### src/design/pidma_pkg.sv
`timescale 1ns / 1ps
package pidma_pkg;

  // Fraction bits of the integral accumulator.
  localparam int INTEGRAL_FRAC_BITS = 16;
  localparam int K_SHIFT = INTEGRAL_FRAC_BITS - 8;

  localparam int IN_W = 24;
  localparam int GAIN_W = 16;
  localparam int DIFF_W = IN_W + 1;
  localparam int P_W = DIFF_W + GAIN_W;
  localparam int ACC_W = 48;
  localparam int DF_W = 40;
  localparam int DF_FRAC = 12;
  localparam int DNUM_W = 41;
  localparam int DM_W = DNUM_W + GAIN_W;
  localparam int DIV_W = P_W + K_SHIFT;
  localparam int V_W = P_W + 1;
  localparam int SUM_W = 49;
  localparam int WIDE_W = 80;
  localparam int DRIVE_W = 17;
  localparam int DRIVE_MAX = 100000;
  localparam int MANUAL_STEP = 100;
  localparam int CNT_W = $clog2(DIV_W + 1);
  localparam int CFG_IDX_W = 8;

  localparam logic signed [WIDE_W-1:0] WIDE_MAX = (WIDE_W'(1) <<< (ACC_W - 1)) - WIDE_W'(1);
  localparam logic signed [WIDE_W-1:0] WIDE_MIN = -(WIDE_W'(1) <<< (ACC_W - 1));

  typedef struct packed {
    logic signed [IN_W-1:0] setpoint;
    logic signed [IN_W-1:0] measured;
    logic signed [IN_W-1:0] track_value;
    logic                   auto_mode;
    logic                   step_up;
    logic                   step_down;
  } in_item_t;

  typedef struct packed {
    logic [DRIVE_W-1:0] drive;
    logic               at_upper;
    logic               at_lower;
  } out_item_t;

  typedef enum logic [CFG_IDX_W-1:0] {
    REG_GAIN            = 8'd0,
    REG_INTEGRAL_TIME   = 8'd1,
    REG_DERIVATIVE_TIME = 8'd2,
    REG_CASCADE_MODE    = 8'd3
  } cfg_reg_t;

  typedef enum logic [3:0] {
    ST_IDLE,
    ST_DISPATCH,
    ST_MUL_P,
    ST_LOAD_I,
    ST_DIV_I,
    ST_INT_SUM,
    ST_DIV_D,
    ST_D_POST,
    ST_MUL_D,
    ST_SUM,
    ST_CLAMP,
    ST_DONE
  } state_t;

  // Saturates a wide signed value to the accumulator width.
  function automatic logic signed [ACC_W-1:0] sat_acc(input logic signed [WIDE_W-1:0] x);
    logic signed [ACC_W-1:0] res;
    if (x > WIDE_MAX) begin
      res = {1'b0, {(ACC_W-1){1'b1}}};
    end else if (x < WIDE_MIN) begin
      res = {1'b1, {(ACC_W-1){1'b0}}};
    end else begin
      res = x[ACC_W-1:0];
    end
    return res;
  endfunction

endpackage

### src/design/pid_controller_manual_auto_core.sv
`timescale 1ns / 1ps
// PID controller with manual/auto operation, anti-windup and bumpless transfer.
// One input beat on in_valid/in_ready is one sample tick; each tick gives exactly
// one output beat on out_valid/out_ready carrying the drive and the limit flags.
// Configuration beats (gain, integral time, derivative time, cascade mode) arrive
// on cfg_valid/cfg_ready, are always taken, and must only be sent while idle.
// A manual tick or a transfer tick goes from dispatch straight to the done
// state and the output register. An automatic tick runs through a bit-serial
// shift-add multiplier (for P and for D) and a restoring divider that retires
// one quotient bit a cycle (for the integral step and the derivative step);
// when derivative time is zero the D divide and multiply are skipped.
// One tick is processed at a time; in_ready is high only while the sequencer
// is idle, so no new tick is taken before the last one has left the
// sequencer. The finished result sits in an output register, so the next tick
// is accepted while the result still waits for out_ready.
// If the receiver stalls with a result still held, a newer finished result
// waits in the sequencer until the output register is free.
// Synchronous active-low reset loads the register defaults (gain 1.0, Ti 10,
// D off, no cascade), clears all controller state and empties the output
// register.
module pid_controller_manual_auto_core
  import pidma_pkg::*;
(
  input  logic                 clk,
  input  logic                 rst_n,
  input  logic                 in_valid,
  output logic                 in_ready,
  input  in_item_t             in_data,
  output logic                 out_valid,
  input  logic                 out_ready,
  output out_item_t            out_data,
  input  logic                 cfg_valid,
  output logic                 cfg_ready,
  input  logic [CFG_IDX_W-1:0] cfg_index,
  input  logic [GAIN_W-1:0]    cfg_data
);

  // Configuration registers.
  logic [GAIN_W-1:0] gain_r;
  logic [GAIN_W-1:0] ti_r;
  logic [GAIN_W-1:0] td_r;
  logic              cascade_r;

  // Controller state.
  logic [DRIVE_W-1:0]      drive_r;
  logic                    hi_r;
  logic                    lo_r;
  logic signed [ACC_W-1:0] integ_r;
  logic signed [ACC_W-1:0] inew_r;
  logic signed [P_W-1:0]   lastp_r;
  logic signed [DF_W-1:0]  df_r;
  logic                    tracked_r;

  // Sequencer and datapath.
  state_t                   state_r, state_nxt;
  logic [CNT_W-1:0]         cnt_r;
  in_item_t                 item_r;
  logic signed [DIFF_W-1:0] diff_r;
  logic signed [P_W-1:0]    p_r;
  logic signed [DM_W-1:0]   mcand_r;
  logic [GAIN_W-1:0]        mplier_r;
  logic signed [DM_W-1:0]   macc_r;
  logic [GAIN_W-1:0]        drem_r;
  logic [DIV_W-1:0]         dquo_r;
  logic [GAIN_W-1:0]        dsor_r;
  logic                     dneg_r;
  logic [DNUM_W-1:0]        dabs_r;
  logic signed [SUM_W-1:0]  sum_r;
  out_item_t                out_r;
  logic                     out_valid_r;

  logic                     out_load;
  logic signed [DM_W-1:0]   macc_nxt;
  logic [GAIN_W:0]          div_trial;
  logic                     div_ge;
  logic [GAIN_W-1:0]        drem_nxt;
  logic [DIV_W-1:0]         dquo_nxt;
  logic signed [V_W-1:0]    casc_v;
  logic signed [ACC_W-1:0]  casc_integ;
  logic signed [ACC_W-1:0]  man_integ;
  out_item_t                casc_out;
  logic [P_W-1:0]           p_abs;
  logic [WIDE_W-1:0]        q_wide;
  logic signed [ACC_W-1:0]  inc_mag;
  logic signed [ACC_W-1:0]  inc_val;
  logic signed [ACC_W-1:0]  integ_sum;
  logic signed [DNUM_W-1:0] dnum;
  logic signed [DNUM_W-1:0] st_val;
  logic signed [DNUM_W-1:0] stdt_val;
  logic [DNUM_W-1:0]        stdt_mag;
  out_item_t                fin_out;
  logic [CNT_W-1:0]         mul_last;
  logic [CNT_W-1:0]         div_last;

  function automatic out_item_t clamp_drive(input logic signed [SUM_W-1:0] o);
    out_item_t r;
    r.at_upper = 1'b0;
    r.at_lower = 1'b0;
    if (o >= SUM_W'(DRIVE_MAX)) begin
      r.drive = DRIVE_W'(DRIVE_MAX);
      r.at_upper = 1'b1;
    end else if (o <= SUM_W'(0)) begin
      r.drive = '0;
      r.at_lower = 1'b1;
    end else begin
      r.drive = o[DRIVE_W-1:0];
    end
    return r;
  endfunction

  assign mul_last = CNT_W'(GAIN_W - 1);
  assign div_last = CNT_W'(DIV_W - 1);

  // Shift-add multiplier step and restoring divider step.
  always_comb begin
    macc_nxt = mplier_r[0] ? (macc_r + mcand_r) : macc_r;
    div_trial = {drem_r, dquo_r[DIV_W-1]};
    div_ge = (div_trial >= {1'b0, dsor_r});
    drem_nxt = div_ge ? GAIN_W'(div_trial - {1'b0, dsor_r}) : div_trial[GAIN_W-1:0];
    dquo_nxt = {dquo_r[DIV_W-2:0], div_ge};
  end

  // Transfer into automatic mode.
  always_comb begin
    casc_v = (V_W'($signed(item_r.track_value)) <<< 8) - V_W'(lastp_r);
    casc_integ = sat_acc(WIDE_W'(casc_v) <<< K_SHIFT);
    casc_out = clamp_drive(SUM_W'(casc_v >>> 8));
    man_integ = sat_acc(WIDE_W'($signed({1'b0, drive_r})) <<< INTEGRAL_FRAC_BITS);
  end

  // Integral increment, derivative numerator and final sum helpers.
  always_comb begin
    p_abs = macc_r[P_W-1] ? P_W'(-$signed(macc_r[P_W-1:0])) : macc_r[P_W-1:0];
    q_wide = WIDE_W'(dquo_r);
    if (q_wide >= (WIDE_W'(1) << (ACC_W - 1))) begin
      inc_mag = {1'b0, {(ACC_W-1){1'b1}}};
    end else begin
      inc_mag = q_wide[ACC_W-1:0];
    end
    inc_val = p_r[P_W-1] ? -inc_mag : inc_mag;
    integ_sum = sat_acc(WIDE_W'(integ_r) + WIDE_W'(inc_val));
    dnum = (DNUM_W'(diff_r) <<< DF_FRAC) - DNUM_W'(df_r);
    st_val = dneg_r ? -$signed(dquo_r[DNUM_W-1:0]) : $signed(dquo_r[DNUM_W-1:0]);
    stdt_mag = dabs_r - DNUM_W'(drem_r);
    stdt_val = dneg_r ? -$signed(stdt_mag) : $signed(stdt_mag);
    fin_out = clamp_drive(sum_r >>> 8);
  end

  // State register.
  always_ff @(posedge clk) begin
    if (!rst_n) begin
      state_r <= ST_IDLE;
    end else begin
      state_r <= state_nxt;
    end
  end

  // Next state and handshake outputs.
  always_comb begin
    state_nxt = state_r;
    in_ready = 1'b0;
    out_load = 1'b0;
    case (state_r)
      ST_IDLE: begin
        in_ready = 1'b1;
        if (in_valid) begin
          state_nxt = ST_DISPATCH;
        end
      end
      ST_DISPATCH: begin
        if (item_r.auto_mode && tracked_r) begin
          state_nxt = ST_MUL_P;
        end else begin
          state_nxt = ST_DONE;
        end
      end
      ST_MUL_P: begin
        if (cnt_r == mul_last) begin
          state_nxt = ST_LOAD_I;
        end
      end
      ST_LOAD_I: state_nxt = ST_DIV_I;
      ST_DIV_I: begin
        if (cnt_r == div_last) begin
          state_nxt = ST_INT_SUM;
        end
      end
      ST_INT_SUM: begin
        if (td_r == '0) begin
          state_nxt = ST_SUM;
        end else begin
          state_nxt = ST_DIV_D;
        end
      end
      ST_DIV_D: begin
        if (cnt_r == div_last) begin
          state_nxt = ST_D_POST;
        end
      end
      ST_D_POST: state_nxt = ST_MUL_D;
      ST_MUL_D: begin
        if (cnt_r == mul_last) begin
          state_nxt = ST_SUM;
        end
      end
      ST_SUM: state_nxt = ST_CLAMP;
      ST_CLAMP: state_nxt = ST_DONE;
      ST_DONE: begin
        if (!out_valid_r || out_ready) begin
          out_load = 1'b1;
          state_nxt = ST_IDLE;
        end
      end
      default: state_nxt = ST_IDLE;
    endcase
  end

  // Configuration registers.
  always_ff @(posedge clk) begin
    if (!rst_n) begin
      gain_r <= GAIN_W'(256);
      ti_r <= GAIN_W'(10);
      td_r <= '0;
      cascade_r <= 1'b0;
    end else if (cfg_valid) begin
      case (cfg_index)
        REG_GAIN:            gain_r <= cfg_data;
        REG_INTEGRAL_TIME:   ti_r <= cfg_data;
        REG_DERIVATIVE_TIME: td_r <= cfg_data;
        REG_CASCADE_MODE:    cascade_r <= cfg_data[0];
        default: ;
      endcase
    end
  end

  // Controller state, cleared by reset.
  always_ff @(posedge clk) begin
    if (!rst_n) begin
      drive_r <= '0;
      hi_r <= 1'b0;
      lo_r <= 1'b0;
      integ_r <= '0;
      lastp_r <= '0;
      df_r <= '0;
      tracked_r <= 1'b0;
    end else begin
      case (state_r)
        ST_DISPATCH: begin
          hi_r <= 1'b0;
          lo_r <= 1'b0;
          if (!item_r.auto_mode) begin
            tracked_r <= 1'b0;
            if (item_r.step_up) begin
              if (drive_r >= DRIVE_W'(DRIVE_MAX - MANUAL_STEP)) begin
                drive_r <= DRIVE_W'(DRIVE_MAX);
              end else begin
                drive_r <= drive_r + DRIVE_W'(MANUAL_STEP);
              end
            end else if (item_r.step_down) begin
              if (drive_r <= DRIVE_W'(MANUAL_STEP)) begin
                drive_r <= '0;
              end else begin
                drive_r <= drive_r - DRIVE_W'(MANUAL_STEP);
              end
            end
          end else if (!tracked_r) begin
            if (cascade_r) begin
              integ_r <= casc_integ;
              drive_r <= casc_out.drive;
              hi_r <= casc_out.at_upper;
              lo_r <= casc_out.at_lower;
            end else begin
              integ_r <= man_integ;
            end
            df_r <= DF_W'(diff_r) <<< DF_FRAC;
            tracked_r <= 1'b1;
          end
        end
        ST_LOAD_I: lastp_r <= macc_r[P_W-1:0];
        ST_INT_SUM: begin
          if (td_r == '0) begin
            df_r <= '0;
          end
        end
        ST_D_POST: df_r <= df_r + DF_W'(st_val);
        ST_CLAMP: begin
          drive_r <= fin_out.drive;
          hi_r <= fin_out.at_upper;
          lo_r <= fin_out.at_lower;
          if (!fin_out.at_upper && !fin_out.at_lower) begin
            integ_r <= inew_r;
          end
        end
        default: ;
      endcase
    end
  end

  // Datapath registers.
  always_ff @(posedge clk) begin
    case (state_r)
      ST_IDLE: begin
        item_r <= in_data;
        diff_r <= DIFF_W'(in_data.setpoint) - DIFF_W'(in_data.measured);
      end
      ST_DISPATCH: begin
        mcand_r <= DM_W'(diff_r);
        mplier_r <= gain_r;
        macc_r <= '0;
        cnt_r <= '0;
      end
      ST_MUL_P, ST_MUL_D: begin
        macc_r <= macc_nxt;
        mcand_r <= mcand_r <<< 1;
        mplier_r <= mplier_r >> 1;
        cnt_r <= cnt_r + CNT_W'(1);
      end
      ST_LOAD_I: begin
        p_r <= macc_r[P_W-1:0];
      end
      default: ;
    endcase
    // The integral divider takes |P| straight from the multiplier result.
    case (state_r)
      ST_LOAD_I: begin
        drem_r <= '0;
        dquo_r <= DIV_W'(p_abs) << K_SHIFT;
        dsor_r <= (ti_r == '0) ? GAIN_W'(1) : ti_r;
        cnt_r <= '0;
      end
      ST_DIV_I, ST_DIV_D: begin
        drem_r <= drem_nxt;
        dquo_r <= dquo_nxt;
        cnt_r <= cnt_r + CNT_W'(1);
      end
      ST_INT_SUM: begin
        inew_r <= integ_sum;
        macc_r <= '0;
        dneg_r <= dnum[DNUM_W-1];
        dabs_r <= dnum[DNUM_W-1] ? DNUM_W'(-dnum) : DNUM_W'(dnum);
        dquo_r <= DIV_W'(dnum[DNUM_W-1] ? DNUM_W'(-dnum) : DNUM_W'(dnum));
        drem_r <= '0;
        dsor_r <= td_r;
        cnt_r <= '0;
      end
      ST_D_POST: begin
        mcand_r <= DM_W'(stdt_val);
        mplier_r <= gain_r;
        macc_r <= '0;
        cnt_r <= '0;
      end
      ST_SUM: begin
        sum_r <= SUM_W'(p_r) + SUM_W'(inew_r >>> K_SHIFT) + SUM_W'(macc_r >>> DF_FRAC);
      end
      default: ;
    endcase
  end

  // Output register.
  always_ff @(posedge clk) begin
    if (!rst_n) begin
      out_valid_r <= 1'b0;
    end else if (out_load) begin
      out_valid_r <= 1'b1;
    end else if (out_ready) begin
      out_valid_r <= 1'b0;
    end
  end

  always_ff @(posedge clk) begin
    if (out_load) begin
      out_r.drive <= drive_r;
      out_r.at_upper <= hi_r;
      out_r.at_lower <= lo_r;
    end
  end

  assign out_valid = out_valid_r;
  assign out_data = out_r;
  assign cfg_ready = 1'b1;

`ifndef NO_ASSERTIONS
  // A new result appears only when the sequencer hands one over.
  a_out_from_done: assert property (@(posedge clk) disable iff (!rst_n)
    $rose(out_valid_r) |-> $past(state_r) == ST_DONE)
    else $error("result appeared without a finished tick");

  // The drive never leaves its range.
  a_drive_range: assert property (@(posedge clk) disable iff (!rst_n)
    out_valid_r |-> out_r.drive <= DRIVE_W'(DRIVE_MAX))
    else $error("drive out of range");

  // Both limit flags never show together.
  a_flags_excl: assert property (@(posedge clk) disable iff (!rst_n)
    out_valid_r |-> !(out_r.at_upper && out_r.at_lower))
    else $error("both limit flags set");

  // The derivative divide never runs with a zero divisor.
  a_div_nonzero: assert property (@(posedge clk) disable iff (!rst_n)
    (state_r == ST_DIV_D) |-> dsor_r != '0)
    else $error("zero divisor");
`endif

endmodule

### config.mk
export PLATFORM = sky130hd
export DESIGN_NAME = pid_controller_manual_auto_core
export DESIGN_NICKNAME = d
export VERILOG_FILES = /design/src/design/pidma_pkg.sv /design/src/design/pid_controller_manual_auto_core.sv
export SDC_FILE = /design/constraint.sdc
export NUM_CORES = 2
export LEC_CHECK = 0
export BUFFER_PORTS_ARGS = -buffer_cell sky130_fd_sc_hd__buf_2
export CAP_MARGIN = 40
export CORE_MARGIN = 5
export CORE_UTILIZATION = 56
export CTS_BUF_LIST = sky130_fd_sc_hd__clkbuf_4
export DETAILED_ROUTE_END_ITERATION = 10
export GPL_TIMING_DRIVEN = 0
export PLACE_DENSITY = 0.84
export SYNTH_ARGS = -nofsm -noshare
export SYNTH_HDL_FRONTEND = slang
export SYNTH_SLANG_ARGS = --single-unit
### constraint.sdc
create_clock -name clk -period 6.85 [get_ports clk]
set_clock_uncertainty 0.15 [all_clocks]
set_input_delay 0.3425 -clock clk [delete_from_list [all_inputs] [get_ports clk]]
set_output_delay 0.3425 -clock clk [all_outputs]
set_load 0.1 [all_outputs]
==> impl_metrics.tcl <==
set metrics [dict create \
    worstMarginPinSlew_ps 1030 \
    drtPass1Iterations 11 \
    synth_compound_area_frac 0.226 \
    r2r_end "inew_r[7]$_SDFFCE_PN1P_" \
    ios 126 \
    final_common_cell "nand2_1" \
    yosysTopAreaCellShare 0.250 \
    drt_iter0_drc 5865 \
    dieArea_mm2 0.0917 \
    cts.sinks 660 \
    yosys.cell_types.count 102 \
    slew_headroom 0.310 \
    cts_tree "done" \
    synthArstFlopShare 0 \
    maxCapViolations 0 \
    fin_util 0.649 \
    syn_area_per_cell_um2 8.79 \
    clock_path_buffers 3 \
    final_cell_mix "nand2_1, nor2_1, a21oi_1" \
    post-dp-hpwl_um 132000 \
    synthXorXnorAreaFrac 0.0843 \
    gp_congestion 1.05 \
    worstSetupEndpointType "register" \
    cts.clk_slew.worst_paths_ps 70 \
    multi_input_area_mm2 0.0291 \
    final.min_clock_period_ps 6750 \
    fp.coreArea_mm2 0.0851 \
    violations "DRC" \
    synth_top_area_cell "edfxtp_1" \
    synth_area_leaders "edfxtp_1, dfxtp_1, ha_1, xnor2_1, a21oi_1" \
    worstPathRequired_ps 7580 \
    gr-total-overflow 0 \
    total_power_mw 24.8 \
    core.rowCount 107 \
    vias 46934 \
    synth-edff-count 400 \
    route.detailed.drc 2 \
    yosys.area_share.adder 0.104 \
    dpl.cell_count 6763 \
    port-buffer-count 123 \
    powerDensity_mw_per_mm2 449 \
    hold_start "cfg_data[0]" \
    arrival_ps 7480 \
    ys_ff_latch 660 \
    synth_ff_type "edfxtp_1" \
    synthCells 5465 \
    ff2ff_setup_slack_ps 100 \
    peakVddDrop_uv 371 \
    start_util 0.564 \
    hold_depth 4 \
    synthSimpleGateAreaFrac 0.170 \
    pre_cts_slack_ps -2020 \
    maxSlewViolCount 0 \
    ant_nets 0 \
    hp-class "primary input to register" \
    r2r-start "dquo_r[23]$_DFFE_PP_" \
    status "finished with violations" \
    worstPathMaxFanout 6 \
    worstSetupStartpointType "register" \
    nFillCells 6964 \
    ys_seq_area_frac 0.359 \
    cts_max_level 4 \
    p_leak_nw 22.2 \
    grt_max_degree 57 \
    fmax_mhz 148 \
    hold_path_end "cascade_r$_SDFFE_PN0P_" \
    die_h_um 303 \
    via_per_inst 6.42 \
    wire_per_inst_um 23.9 \
    track_usage 0.368 \
    worst_slack_ps 102 \
    area_growth_pct 15.1 \
    regArea_mm2 0.0172 \
    cts_made_buffers 177 \
    nets 6480 \
    synth_top_family_by_area "compound AO/OA/AOI/OAI gates" \
    r2r_cells 25 \
    hold_viol 0 \
    die-width_um 303 \
    grt_pass1_vias 44295 \
    setup_viol 0 \
    grt_pass1_wl_um 260000 \
    synth_nets 5937 \
    drive_gt1_frac 0.105 \
    insertion_delay_ps 1160 \
    yosysWarningCount 0 \
    cts_root_buf "clkbuf_4" \
    post-route-period-util 0.985 \
    wl_um 175000 \
    synth_mux_area_frac 0.0169 \
    synth_area_mm2 0.0480 \
    antenna_found_initial 6 \
    worstSetupPathType "register to register" \
    layoutNonFillerInstCount 7309 \
]
-- per-layer routing --
| metal | global-route usage | wire (um) | vias to the layer above |
|---|---|---|---|
| met3 | 0.0770 | 18600 | 775 |
| met2 | 0.569 | 74700 | 2998 |
| met5 | 0 | 22 | - |
| met4 | 0.270 | 16500 | 4 |
| li1 | - | - | 21341 |
| met1 | 0.457 | 65100 | 21816 |
-- how the worst max path moves through the flow --
stage / start / endpoint / cells after the start
after global routing: dquo_r[7]$_DFFE_PP_ / inew_r[35]$_SDFFCE_PN1P_ / 25
final: dquo_r[23]$_DFFE_PP_ / inew_r[7]$_SDFFCE_PN1P_ / 25
after detailed placement: dquo_r[48]$_DFFE_PP_ / inew_r[32]$_SDFFCE_PN1P_ / 27
after CTS: dquo_r[5]$_DFFE_PP_ / inew_r[38]$_SDFFCE_PN1P_ / 26
after floorplan: dquo_r[5]$_DFFE_PP_ / inew_r[10]$_SDFFCE_PN1P_ / 27
after global placement: dquo_r[48]$_DFFE_PP_ / inew_r[7]$_SDFFCE_PN1P_ / 26
-- repair_timing --
action / in CTS / in global routing
gates cloned: 0 / 2
hold endpoints to repair: 154 / 0
pin swaps: 6 / 9
endpoints found under the setup margin: 48 / 48
buffers inserted: 12 / 20
resized for setup: 42 / 36
hold buffers: 178 / 0
-- critical path: stages, from the launching register on --
cell and delay (ps):
edfxtp_1 550, or4_4 640, nor4_4 290, nand3_2 130
or4_4 460, or3_4 350, or3_4 340, or3_4 370
or3_4 370, buf_6 150, a22oi_1 190, nand2_1 150
ha_1 270, a21o_1 170, a21o_1 170, a21o_1 160
a21o_1 170, a21o_1 180, a21oi_2 130, o21ai_1 70
a31o_2 260, buf_4 150, o22ai_4 210, buf_6 190
buf_4 120, o21ai_0 90
-- per-stage QoR --
step / area [um^2] / TNS [ps] / hold slack (ps)
5_1_grt: 55300 / -308 / 68.4
2_1_floorplan: 48000 / 0 / 256
3_5_place_dp: 50500 / -84750 / 269
4_1_cts: 54900 / 0 / 53.9
3_3_place_gp: 50100 / -102230 / 263
6_report: 55300 / 0 / 119
-- cell usage after synthesis, types with 29 or more instances --
library cell  number
ha_1             318
dfxtp_1          260
edfxtp_1         400
nand2_1          537
o22ai_1           31
nor2b_1           54
o21bai_1          29
and2_1            35
inv_1            226
a211oi_1          45
a21o_1           157
nand2b_1          54
xnor2_1          276
nand3_1          131
a221oi_1          41
o21ai_0          361
xor2_1           186
a21oi_1          480
a221o_1           58
o31ai_1           47
o21a_1            56
o211ai_1          49
nor4_1            51
or4_1             31
mux2i_1           62
clkbuf_1         246
a22oi_1           40
and3_1            35
or2_2             31
fa_1              50
or3_1             54
nand4_1           59
nor2_1           488
nor3_1            92
a31oi_1           61
-- flip-flops by register name, indices dropped and copies added (netlist names), 27 cells and up --
register / count
mcand_r: 57
p_r: 41
dquo_r: 49
lastp_r: 41
inew_r: 48
integ_r: 48
item_r: 27
sum_r: 38
macc_r: 57
dabs_r: 41
df_r: 40
-- power by group --
part / switching, mW / total [mW] / leakage (nW) / internal (mW)
sequential: 1.24 / 7.02 / 5.87 / 5.78
combinational: 9.06 / 14.0 / 14.9 / 4.98
clock: 1.89 / 3.78 / 1.42 / 1.90
total: 12.2 / 24.8 / 22.2 / 12.7
-- kinds of logic (layout without fill, tap and decap cells) --
group | after synthesis | in the layout
muxes | 79 | 79
AOI/OAI and AO/OA | 1670 | 1670
adders and majority gates | 368 | 368
xor gates and xnor gates | 462 | 462
buffers and inverters | 502 | 1194
other | 1 | 9
DFF | 660 | 660
and+or+nand+nor | 1723 | 1723
-- layout make-up --
cell class / count / area share
Antenna cell: 8 / 0.000362
Sequential cell: 660 / 0.312
Clock inverter: 60 / 0.00684
Buffer: 267 / 0.0202
Inverter: 230 / 0.0156
Multi-Input combinational cell: 4303 / 0.527
Tap cell: 1144 / 0.0259
Timing Repair Buffer: 369 / 0.0563
Clock buffer: 268 / 0.0364
No activity file was read; power rests on OpenSTA's default activity.
